**config.mk**
```make
export PLATFORM = sky130hd
export DESIGN_NAME = thread_scheduler_with_semaphores
export DESIGN_NICKNAME = d
export VERILOG_FILES = /design/src/design/tss_pkg.sv /design/src/design/tss_ctrl.sv /design/src/design/tss_dp.sv /design/src/design/thread_scheduler_with_semaphores.sv
export SDC_FILE = /design/constraint.sdc
export NUM_CORES = 2
export LEC_CHECK = 0
export BUFFER_PORTS_ARGS = -buffer_cell sky130_fd_sc_hd__buf_4
export CAP_MARGIN = 20
export CORE_MARGIN = 2
export CORE_UTILIZATION = 50
export DETAILED_ROUTE_END_ITERATION = 6
export GPL_TIMING_DRIVEN = 0
export PLACE_DENSITY = 0.66
export SYNTH_ARGS = -nofsm -noshare
export SYNTH_HDL_FRONTEND = slang
export SYNTH_SLANG_ARGS = --single-unit
```
**constraint.sdc**
```tcl
create_clock -name clk_i -period 7.74 [get_ports clk_i]
set_input_delay 1.548 -clock clk_i [delete_from_list [all_inputs] [get_ports clk_i]]
set_output_delay 1.548 -clock clk_i [all_outputs]
set_load 0.05 [all_outputs]
```
**src/design/tss_pkg.sv**
```systemverilog
package tss_pkg;

  typedef enum logic [2:0] {
    ACT_CREATE     = 3'd0,
    ACT_TEARDOWN   = 3'd1,
    ACT_SCHEDULE   = 3'd2,
    ACT_SEM_INIT   = 3'd3,
    ACT_SEM_WAIT   = 3'd4,
    ACT_SEM_SIGNAL = 3'd5
  } action_e;

  typedef enum logic [2:0] {
    ST_OK            = 3'd0,
    ST_FULL          = 3'd1,
    ST_NOT_FOUND     = 3'd2,
    ST_NONE_RUNNABLE = 3'd3,
    ST_BLOCKED       = 3'd4,
    ST_NO_CURRENT    = 3'd5,
    ST_IDS_EXHAUSTED = 3'd6
  } status_e;

  typedef enum logic [1:0] {
    SCAN_NEWEST,
    SCAN_READY,
    SCAN_WAKE
  } scan_e;

  typedef enum logic [2:0] {
    C_IDLE,
    C_REF_RD,
    C_REF_WAIT,
    C_SCAN,
    C_FIN,
    C_MID,
    C_COMMIT,
    C_OUT
  } ctrl_state_e;

  localparam logic [31:0] ID_MAX = 32'hFFFF_FFFF;

  typedef struct packed {
    logic [2:0]  action;
    logic [3:0]  slot;
    logic [2:0]  sem_index;
    logic [15:0] init_value;
  } in_word_t;

  typedef struct packed {
    logic [2:0]  status;
    logic [3:0]  result_slot;
    logic [31:0] result_tid;
    logic        woke;
  } out_word_t;

  typedef struct packed {
    logic  load;
    logic  rd_en;
    logic  rd_cur;
    logic  take_ref;
    logic  take_best;
    logic  clr;
    logic  commit;
    scan_e mode;
  } cmd_t;

  typedef struct packed {
    logic cur_valid;
    logic best_vld;
  } sts_t;

endpackage

```
**src/design/tss_ctrl.sv**
```systemverilog
module tss_ctrl
  import tss_pkg::*;
#(
  parameter int THREAD_SLOTS = 16,
  parameter int SLOT_W       = $clog2(THREAD_SLOTS)
) (
  input  logic              clk_i,
  input  logic              rst_ni,
  input  logic              in_valid_i,
  output logic              in_stall_o,
  input  logic [2:0]        action_i,
  output logic              out_valid_o,
  input  logic              out_stall_i,
  input  sts_t              sts_i,
  output cmd_t              cmd_o,
  output logic [SLOT_W-1:0] rd_addr_o
);

  localparam logic [SLOT_W-1:0] LastIdx = SLOT_W'(THREAD_SLOTS - 1);

  ctrl_state_e state_q, state_d;
  scan_e       mode_q, mode_d;
  logic [SLOT_W-1:0] cnt_q, cnt_d;

  always_ff @(posedge clk_i or negedge rst_ni) begin
    if (!rst_ni) begin
      state_q <= C_IDLE;
      mode_q  <= SCAN_NEWEST;
      cnt_q   <= '0;
    end else begin
      state_q <= state_d;
      mode_q  <= mode_d;
      cnt_q   <= cnt_d;
    end
  end

  always_comb begin
    state_d     = state_q;
    mode_d      = mode_q;
    cnt_d       = cnt_q;
    cmd_o       = '0;
    cmd_o.mode  = mode_q;
    rd_addr_o   = cnt_q;
    in_stall_o  = 1'b1;
    out_valid_o = 1'b0;
    unique case (state_q)
      C_IDLE: begin
        in_stall_o = 1'b0;
        if (in_valid_i) begin
          cmd_o.load = 1'b1;
          cnt_d      = '0;
          if (action_i == ACT_SCHEDULE) begin
            if (sts_i.cur_valid) begin
              state_d = C_REF_RD;
            end else begin
              mode_d  = SCAN_NEWEST;
              state_d = C_SCAN;
            end
          end else if (action_i == ACT_SEM_SIGNAL) begin
            mode_d  = SCAN_WAKE;
            state_d = C_SCAN;
          end else begin
            state_d = C_COMMIT;
          end
        end
      end
      C_REF_RD: begin
        cmd_o.rd_en  = 1'b1;
        cmd_o.rd_cur = 1'b1;
        state_d      = C_REF_WAIT;
      end
      C_REF_WAIT: begin
        cmd_o.take_ref = 1'b1;
        mode_d         = SCAN_READY;
        cnt_d          = '0;
        state_d        = C_SCAN;
      end
      C_SCAN: begin
        cmd_o.rd_en = 1'b1;
        cmd_o.clr   = (cnt_q == '0);
        if (cnt_q == LastIdx) begin
          state_d = C_FIN;
        end else begin
          cnt_d = cnt_q + 1'b1;
        end
      end
      C_FIN: begin
        state_d = (mode_q == SCAN_NEWEST) ? C_MID : C_COMMIT;
      end
      C_MID: begin
        // newest thread stands in as current
        cmd_o.take_best = 1'b1;
        cnt_d           = '0;
        if (sts_i.best_vld) begin
          mode_d  = SCAN_READY;
          state_d = C_SCAN;
        end else begin
          state_d = C_COMMIT;
        end
      end
      C_COMMIT: begin
        cmd_o.commit = 1'b1;
        state_d      = C_OUT;
      end
      C_OUT: begin
        out_valid_o = 1'b1;
        if (!out_stall_i) state_d = C_IDLE;
      end
      default: state_d = C_IDLE;
    endcase
  end

endmodule

```
**src/design/tss_dp.sv**
```systemverilog
module tss_dp
  import tss_pkg::*;
#(
  parameter int THREAD_SLOTS = 16,
  parameter int NUM_SEMS     = 8,
  parameter int SEM_BITS     = 16,
  parameter int SLOT_W       = $clog2(THREAD_SLOTS),
  parameter int SEM_W        = (NUM_SEMS > 1) ? $clog2(NUM_SEMS) : 1
) (
  input  logic              clk_i,
  input  logic              rst_ni,
  input  in_word_t          in_word_i,
  input  cmd_t              cmd_i,
  input  logic [SLOT_W-1:0] rd_addr_i,
  output sts_t              sts_o,
  output out_word_t         out_word_o
);

  localparam logic [SEM_BITS-1:0] SemMax = '1;

  logic [THREAD_SLOTS-1:0] used_q, used_d, ready_q, ready_d, blk_q, blk_d;
  logic [SLOT_W-1:0]       cur_q, cur_d;
  logic                    cur_vld_q, cur_vld_d;
  logic [31:0]             id_q, id_d;
  logic [SEM_BITS-1:0]     sem_val_q [NUM_SEMS];
  logic [SEM_BITS-1:0]     sem_wr_val;
  logic                    sem_we;

  logic [31:0]      tid_mem  [THREAD_SLOTS];
  logic [SEM_W-1:0] bsem_mem [THREAD_SLOTS];
  logic             tid_we, bsem_we;
  logic [SLOT_W-1:0] wr_addr;
  logic [SEM_W-1:0] bsem_wr;

  in_word_t          item_q;
  logic [SEM_W-1:0]  sem_q;
  logic [SEM_W-1:0]  sem_in;
  logic              rd_vld_q;
  logic [SLOT_W-1:0] rd_idx_q;
  logic [31:0]       rd_tid_q;
  logic [SEM_W-1:0]  rd_bsem_q;
  logic [SLOT_W-1:0] rd_addr;

  logic [31:0]       limit_q;
  logic              ref_ok_q;
  logic              a_vld_q, b_vld_q;
  logic [SLOT_W-1:0] a_idx_q, b_idx_q;
  logic [31:0]       a_tid_q, b_tid_q;
  logic              match_a, match_b;

  out_word_t out_q, out_d;

  // fold the semaphore index into range
  always_comb begin
    logic [2:0] r;
    r = in_word_i.sem_index;
    for (int k = 0; k < 8; k++) begin
      if (int'(r) >= NUM_SEMS) r = r - 3'(NUM_SEMS);
    end
    sem_in = SEM_W'(r);
  end

  assign rd_addr = cmd_i.rd_cur ? cur_q : rd_addr_i;

  always_ff @(posedge clk_i) begin
    if (cmd_i.rd_en) begin
      rd_tid_q  <= tid_mem[rd_addr];
      rd_bsem_q <= bsem_mem[rd_addr];
      rd_idx_q  <= rd_addr;
    end
    if (tid_we) tid_mem[wr_addr] <= id_q;
    if (bsem_we) bsem_mem[wr_addr] <= bsem_wr;
  end

  always_comb begin
    match_a = 1'b0;
    match_b = 1'b0;
    case (cmd_i.mode)
      SCAN_NEWEST: match_a = used_q[rd_idx_q];
      SCAN_READY: begin
        match_a = used_q[rd_idx_q] && ready_q[rd_idx_q];
        match_b = match_a && (rd_tid_q < limit_q);
      end
      SCAN_WAKE: match_a = used_q[rd_idx_q] && !ready_q[rd_idx_q] &&
                           blk_q[rd_idx_q] && (rd_bsem_q == sem_q);
      default: match_a = 1'b0;
    endcase
  end

  always_ff @(posedge clk_i) begin
    if (cmd_i.load) begin
      item_q   <= in_word_i;
      sem_q    <= sem_in;
      ref_ok_q <= 1'b0;
    end
    if (cmd_i.take_ref) begin
      limit_q  <= rd_tid_q;
      ref_ok_q <= 1'b1;
    end
    if (cmd_i.take_best) begin
      limit_q  <= a_tid_q;
      ref_ok_q <= a_vld_q;
    end
    if (cmd_i.clr) begin
      a_vld_q <= 1'b0;
      b_vld_q <= 1'b0;
    end else if (rd_vld_q) begin
      if (match_a && (!a_vld_q || rd_tid_q > a_tid_q)) begin
        a_vld_q <= 1'b1;
        a_idx_q <= rd_idx_q;
        a_tid_q <= rd_tid_q;
      end
      if (match_b && (!b_vld_q || rd_tid_q > b_tid_q)) begin
        b_vld_q <= 1'b1;
        b_idx_q <= rd_idx_q;
        b_tid_q <= rd_tid_q;
      end
    end
    if (cmd_i.commit) out_q <= out_d;
  end

  always_comb begin
    logic [SLOT_W-1:0] free_idx;
    logic              free_ok;
    logic [SLOT_W-1:0] t_idx;
    logic [31:0]       init_w;
    used_d     = used_q;
    ready_d    = ready_q;
    blk_d      = blk_q;
    cur_d      = cur_q;
    cur_vld_d  = cur_vld_q;
    id_d       = id_q;
    sem_we     = 1'b0;
    sem_wr_val = sem_val_q[sem_q];
    tid_we     = 1'b0;
    bsem_we    = 1'b0;
    wr_addr    = cur_q;
    bsem_wr    = sem_q;
    out_d      = '0;
    free_idx   = '0;
    free_ok    = 1'b0;
    for (int i = THREAD_SLOTS - 1; i >= 0; i--) begin
      if (!used_q[i]) begin
        free_idx = SLOT_W'(i);
        free_ok  = 1'b1;
      end
    end
    t_idx  = SLOT_W'(item_q.slot);
    init_w = 32'(item_q.init_value);
    if (cmd_i.commit) begin
      case (item_q.action)
        ACT_CREATE: begin
          if (!free_ok) begin
            out_d.status = ST_FULL;
          end else if (id_q == ID_MAX) begin
            out_d.status = ST_IDS_EXHAUSTED;
          end else begin
            used_d[free_idx]  = 1'b1;
            ready_d[free_idx] = 1'b1;
            blk_d[free_idx]   = 1'b0;
            tid_we            = 1'b1;
            bsem_we           = 1'b1;
            bsem_wr           = '0;
            wr_addr           = free_idx;
            id_d              = id_q + 32'd1;
            out_d.result_slot = 4'(free_idx);
            out_d.result_tid  = id_q;
          end
        end
        ACT_TEARDOWN: begin
          if (32'(item_q.slot) >= 32'(THREAD_SLOTS) || !used_q[t_idx]) begin
            out_d.status = ST_NOT_FOUND;
          end else begin
            used_d[t_idx]  = 1'b0;
            ready_d[t_idx] = 1'b0;
            blk_d[t_idx]   = 1'b0;
            if (cur_vld_q && cur_q == t_idx) cur_vld_d = 1'b0;
          end
        end
        ACT_SCHEDULE: begin
          if (!ref_ok_q || (!b_vld_q && !a_vld_q)) begin
            out_d.status = ST_NONE_RUNNABLE;
          end else if (b_vld_q) begin
            cur_d             = b_idx_q;
            cur_vld_d         = 1'b1;
            out_d.result_slot = 4'(b_idx_q);
            out_d.result_tid  = b_tid_q;
          end else begin
            cur_d             = a_idx_q;
            cur_vld_d         = 1'b1;
            out_d.result_slot = 4'(a_idx_q);
            out_d.result_tid  = a_tid_q;
          end
        end
        ACT_SEM_INIT: begin
          sem_we     = 1'b1;
          sem_wr_val = (init_w > 32'(SemMax)) ? SemMax : SEM_BITS'(init_w);
        end
        ACT_SEM_WAIT: begin
          if (sem_val_q[sem_q] != '0) begin
            sem_we     = 1'b1;
            sem_wr_val = sem_val_q[sem_q] - 1'b1;
          end else if (!cur_vld_q) begin
            out_d.status = ST_NO_CURRENT;
          end else begin
            ready_d[cur_q] = 1'b0;
            blk_d[cur_q]   = 1'b1;
            bsem_we        = 1'b1;
            out_d.status   = ST_BLOCKED;
          end
        end
        ACT_SEM_SIGNAL: begin
          if (sem_val_q[sem_q] != SemMax) begin
            sem_we     = 1'b1;
            sem_wr_val = sem_val_q[sem_q] + 1'b1;
          end
          if (a_vld_q) begin
            ready_d[a_idx_q]  = 1'b1;
            blk_d[a_idx_q]    = 1'b0;
            out_d.result_slot = 4'(a_idx_q);
            out_d.result_tid  = a_tid_q;
            out_d.woke        = 1'b1;
          end
        end
        default: out_d = '0;
      endcase
    end
  end

  always_ff @(posedge clk_i or negedge rst_ni) begin
    if (!rst_ni) begin
      used_q    <= '0;
      ready_q   <= '0;
      blk_q     <= '0;
      cur_q     <= '0;
      cur_vld_q <= 1'b0;
      id_q      <= '0;
      rd_vld_q  <= 1'b0;
      for (int s = 0; s < NUM_SEMS; s++) sem_val_q[s] <= '0;
    end else begin
      used_q    <= used_d;
      ready_q   <= ready_d;
      blk_q     <= blk_d;
      cur_q     <= cur_d;
      cur_vld_q <= cur_vld_d;
      id_q      <= id_d;
      rd_vld_q  <= cmd_i.rd_en;
      if (sem_we) sem_val_q[sem_q] <= sem_wr_val;
    end
  end

  assign sts_o.cur_valid = cur_vld_q;
  assign sts_o.best_vld  = a_vld_q;
  assign out_word_o      = out_q;

endmodule

```
**src/design/thread_scheduler_with_semaphores.sv**
```systemverilog
// Channel  Valid        Stall         Word
// in       in_valid_i   in_stall_o    in_word_i  (action, slot, sem_index, init_value)
// out      out_valid_o  out_stall_i   out_word_o (status, result_slot, result_tid, woke)
//
// One request at a time; a request is taken only while no result is pending.
// Create, teardown, init and wait need no slot walk. Signal and schedule walk the slots over
// the single read port of the id memory; schedule with no current walks them twice, once if empty.
// Reset clears the thread flags, the current thread, the id counter and the counts.
// A stalled result holds on out_word_o; input stays stalled until it is taken.
module thread_scheduler_with_semaphores
  import tss_pkg::*;
#(
  parameter int THREAD_SLOTS = 16,
  parameter int NUM_SEMS     = 8,
  parameter int SEM_BITS     = 16
) (
  input  logic      clk_i,
  input  logic      rst_ni,
  input  logic      in_valid_i,
  output logic      in_stall_o,
  input  in_word_t  in_word_i,
  output logic      out_valid_o,
  input  logic      out_stall_i,
  output out_word_t out_word_o
);

  localparam int SlotW = $clog2(THREAD_SLOTS);

  cmd_t             cmd;
  sts_t             sts;
  logic [SlotW-1:0] rd_addr;

  tss_ctrl #(
    .THREAD_SLOTS(THREAD_SLOTS),
    .SLOT_W      (SlotW)
  ) u_ctrl (
    .clk_i      (clk_i),
    .rst_ni     (rst_ni),
    .in_valid_i (in_valid_i),
    .in_stall_o (in_stall_o),
    .action_i   (in_word_i.action),
    .out_valid_o(out_valid_o),
    .out_stall_i(out_stall_i),
    .sts_i      (sts),
    .cmd_o      (cmd),
    .rd_addr_o  (rd_addr)
  );

  tss_dp #(
    .THREAD_SLOTS(THREAD_SLOTS),
    .NUM_SEMS    (NUM_SEMS),
    .SEM_BITS    (SEM_BITS),
    .SLOT_W      (SlotW)
  ) u_dp (
    .clk_i     (clk_i),
    .rst_ni    (rst_ni),
    .in_word_i (in_word_i),
    .cmd_i     (cmd),
    .rd_addr_i (rd_addr),
    .sts_o     (sts),
    .out_word_o(out_word_o)
  );

endmodule

```
==> impl_metrics.yaml <==
worst_setup_path:
  cp.required_ps: 8130
  critPathSlowestCell: "nor2_4"
  critPathKind: "reg -> reg"
  cp_slowest_stage_delay_ps: 810
  crit_arrival_ps: 6050
  crit_path_start_kind: "flop"
  cp_cell_sequence: "and4_1 -> and4_1 -> clkbuf_1 -> nand4_1 -> nor3b_1 -> a21oi_1 -> a21oi_1 -> nand3_1 -> nor2_4 -> buf_16"
  cp_max_fo: 21
  path_delay_family: "simple AND/OR/NAND/NOR gates"
  critPathBufInv: 2
  reg2reg_slack_ps: 2080
  cp-end-kind: "flop"
outcome:
  status: "completed"
synth:
  yosys.area.top_type: "edfxtp_1"
  synth_area_leaders: "edfxtp_1 (51%), dfrtp_1 (12%), nand2_1 (6.8%)"
  yosysSeqAreaShare: 0.634
  yosys_warnings: 0
  yosysUniqueCellTypes: 97
  postSynth.asyncResetShare: 0.224
  avgSynthCellArea_sq_um: 11.6
  synth_flop_cell: "edfxtp_1"
  synth_edf_count: 770
  yosysTopAreaCellShare: 0.510
  syn_nets: 4035
  post_synth_instance_area_sq_um: 45300
  synthCells: 3905
  synth-seq-cells: 995
layout:
  drive_gt1_frac: 0.104
  fillers: 7444
  areaGrowthSynthToFinish_pct: 13.6
  nets: 4243
cts:
  cts_tree: "yes"
  cts_setup_buffers: 0
  cts_max_level: 3
  clkSlewWorstSetupHoldPaths_ps: 60
  clock-sinks: 995
  numCtsBuffers: 103
  clk_path_buf_depth: 3
  cts_root_buffer: "clkbuf_16"
  cts_resized: 0
  clkLatencyLatePin_ps: 700
  hold_buffers: 0
power_and_ir_drop:
  clockPowerShare: 0.295
  swShare: 0.359
  power_density_nw_per_um2: 327
  seqPwrFrac: 0.411
  leakage_uw: 0.0197
  combPwrFrac: 0.295
  power.switching_uw: 6040
  total_power_uw: 16900
  p_int_uw: 10800
  ir_worst_vdd_uv: 206
global_routing:
  first_global_vias: 32300
  track_usage: 0.299
  grt_overflow_total: 0
  grt_pass1_wl_um: 207000
  antenna_found_initial: 4
  grt_max_degree: 96
timing:
  post-route-period-util: 0.731
  relSlewSlack: 0.183
  finalMaxSlewViolations: 0
  rsz0062_at_grt: "no"
  setup_viol_count_final: 0
  tightest_slew_ps: 1220
  setup_ws_ps: 2080
  hold_violations: 0
  tns_ps: 0
  finalClockSkew_ps: 23.2
  holdWs_ps: 484
  fin_crit_ps: 5660
  clock.fmax_ghz: 0.177
floorplanning:
  top_level_ports: 72
  die_area_sq_um: 93100
  core-area_sq_um: 89900
  fp.dieW_um: 305
  start_util: 0.504
  rows: 110
  die_h_um: 305
drt:
  vias_per_cell: 6.17
  final_antenna_net_count: 0
  routedWlPerCell_um: 25.9
  drcViolationCount: 0
  drt_iter0_markers: 4135
  vias: 33200
  wl_um: 140000
  first_pass_iters: 6
place:
  numPortBuffers: 71
  post-place-ws_ps: 2350
  hpwl_um: 97300
  place.gp.congestion: 0.950
min_path:
  hp-class: "reg -> reg"
flow_run:
  drv_cap: 0
synth_stat cells (all sizes together), types with 71 or more instances:
cell type	n
a21oi	138
a311oi	71
clkbuf	171
dfrtp	223
edfxtp	770
ha	100
inv	157
nand2	818
nand3	328
nor2	167
o21ai	192
stage by stage:
step / std cells / cell area, sq um / utilization
global route: 5376 / 51500 / 0.573
global placement: 5152 / 47300 / 0.527
floorplan: 3905 / 45300 / -
CTS: 5375 / 51500 / 0.573
finish: 5377 / 51500 / 0.573
detailed placement: 5183 / 48100 / 0.535
power groups by stage:
stage	Clock, uW	Combinational [uW]	Sequential (uW)
floorplan	0	2930	7020
global placement	0	4730	7000
detailed placement	0	4890	7010
CTS	5010	4910	6900
global route	5200	5390	6970
finish	4970	4970	6920
kinds of logic (layout without fill, tap and decap cells):
kind of cell / count (synthesis) / after routing / synth area share
multiplexers: 76 / 76 / 0.0283
buffers and inverters: 394 / 689 / 0.0373
flip-flops: 995 / 995 / 0.634
AND/OR/NAND/NOR: 1630 / 1630 / 0.164
XOR/XNOR: 41 / 41 / 0.00792
AO/OA/AOI/OAI: 669 / 669 / 0.101
other: 0 / 1 / 0
adder cells (fa/ha/maj): 100 / 100 / 0.0276
flip-flops by register name, indices dropped and copies added, names as in the netlist, 4 cells and up:
signal,cells
u_ctrl.rd_addr_o,4
u_dp.a_idx_q,4
u_dp.a_tid_q,32
u_dp.b_idx_q,4
u_dp.b_tid_q,32
u_dp.blk_q,16
u_dp.bsem_mem,48
u_dp.cur_q,4
u_dp.id_q,32
u_dp.item_q,23
u_dp.limit_q,32
u_dp.out_word_o,40
u_dp.rd_idx_q,4
u_dp.rd_tid_q,32
u_dp.ready_q,16
u_dp.sem_val_q,128
u_dp.tid_mem,512
u_dp.used_q,16
worst register-to-register path, stage by stage (launching register included):
cell and delay, ps:
dfrtp_1 750, and4_1 440, and4_1 200, clkbuf_1 190, nand4_1 240, nor3b_1 750
a21oi_1 160, a21oi_1 790, nand3_1 750, nor2_4 820, buf_16 250
layer usage:
layer | share of wire | track usage | wire length (um)
met3 | 0.091 | 0.0526 | 12700
met5 | 0.00022 | 0 | 30
met1 | 0.39 | 0.397 | 54300
met2 | 0.48 | 0.489 | 66600
met4 | 0.042 | 0.123 | 5890
cells in the final DEF, fill, tap and decap left out, types with 43 or more instances in the layout:
master,n
buf_4,79
o21ai_1,84
a21oi_1,131
nand3_1,327
a31oi_1,63
nand2_1,816
clkbuf_16,106
ha_1,100
nor2_1,149
dfrtp_1,223
nor3_1,47
and3_1,64
edfxtp_1,770
nand4_1,43
clkbuf_1,194
a311oi_1,71
o21ai_0,96
inv_1,153
final cells by class:
cell class / count / area, sq um / share of cell area
clock inverters: 47 / 410 / 0.00797
multi-input cells: 2516 / 15000 / 0.292
inverters: 159 / 597 / 0.0116
diodes: 1 / 2.50 / 0.0000486
flip-flops and latches: 995 / 28700 / 0.558
repair buffers: 103 / 1160 / 0.0226
well taps: 1176 / 1470 / 0.0286
plain buffers: 235 / 1090 / 0.0212
clock buffers: 145 / 2960 / 0.0575
path summary, 6_finish.rpt:
kind,endpoint,startpoint,depth (start not counted)
setup / recovery,u_dp.tid_mem[13][20],u_dp.id_q[9],10
min in group asynchronous,u_dp.sem_val_q[108],rst_ni,1
hold / removal,u_dp.sem_val_q[127],u_dp.sem_val_q[127],2
max in group asynchronous,u_dp.ready_q[0],rst_ni,2
setup reg to reg,u_dp.tid_mem[13][20],u_dp.id_q[9],10
hold reg to reg,u_dp.sem_val_q[127],u_dp.sem_val_q[127],2
No activity file was read; power rests on OpenSTA's default activity.
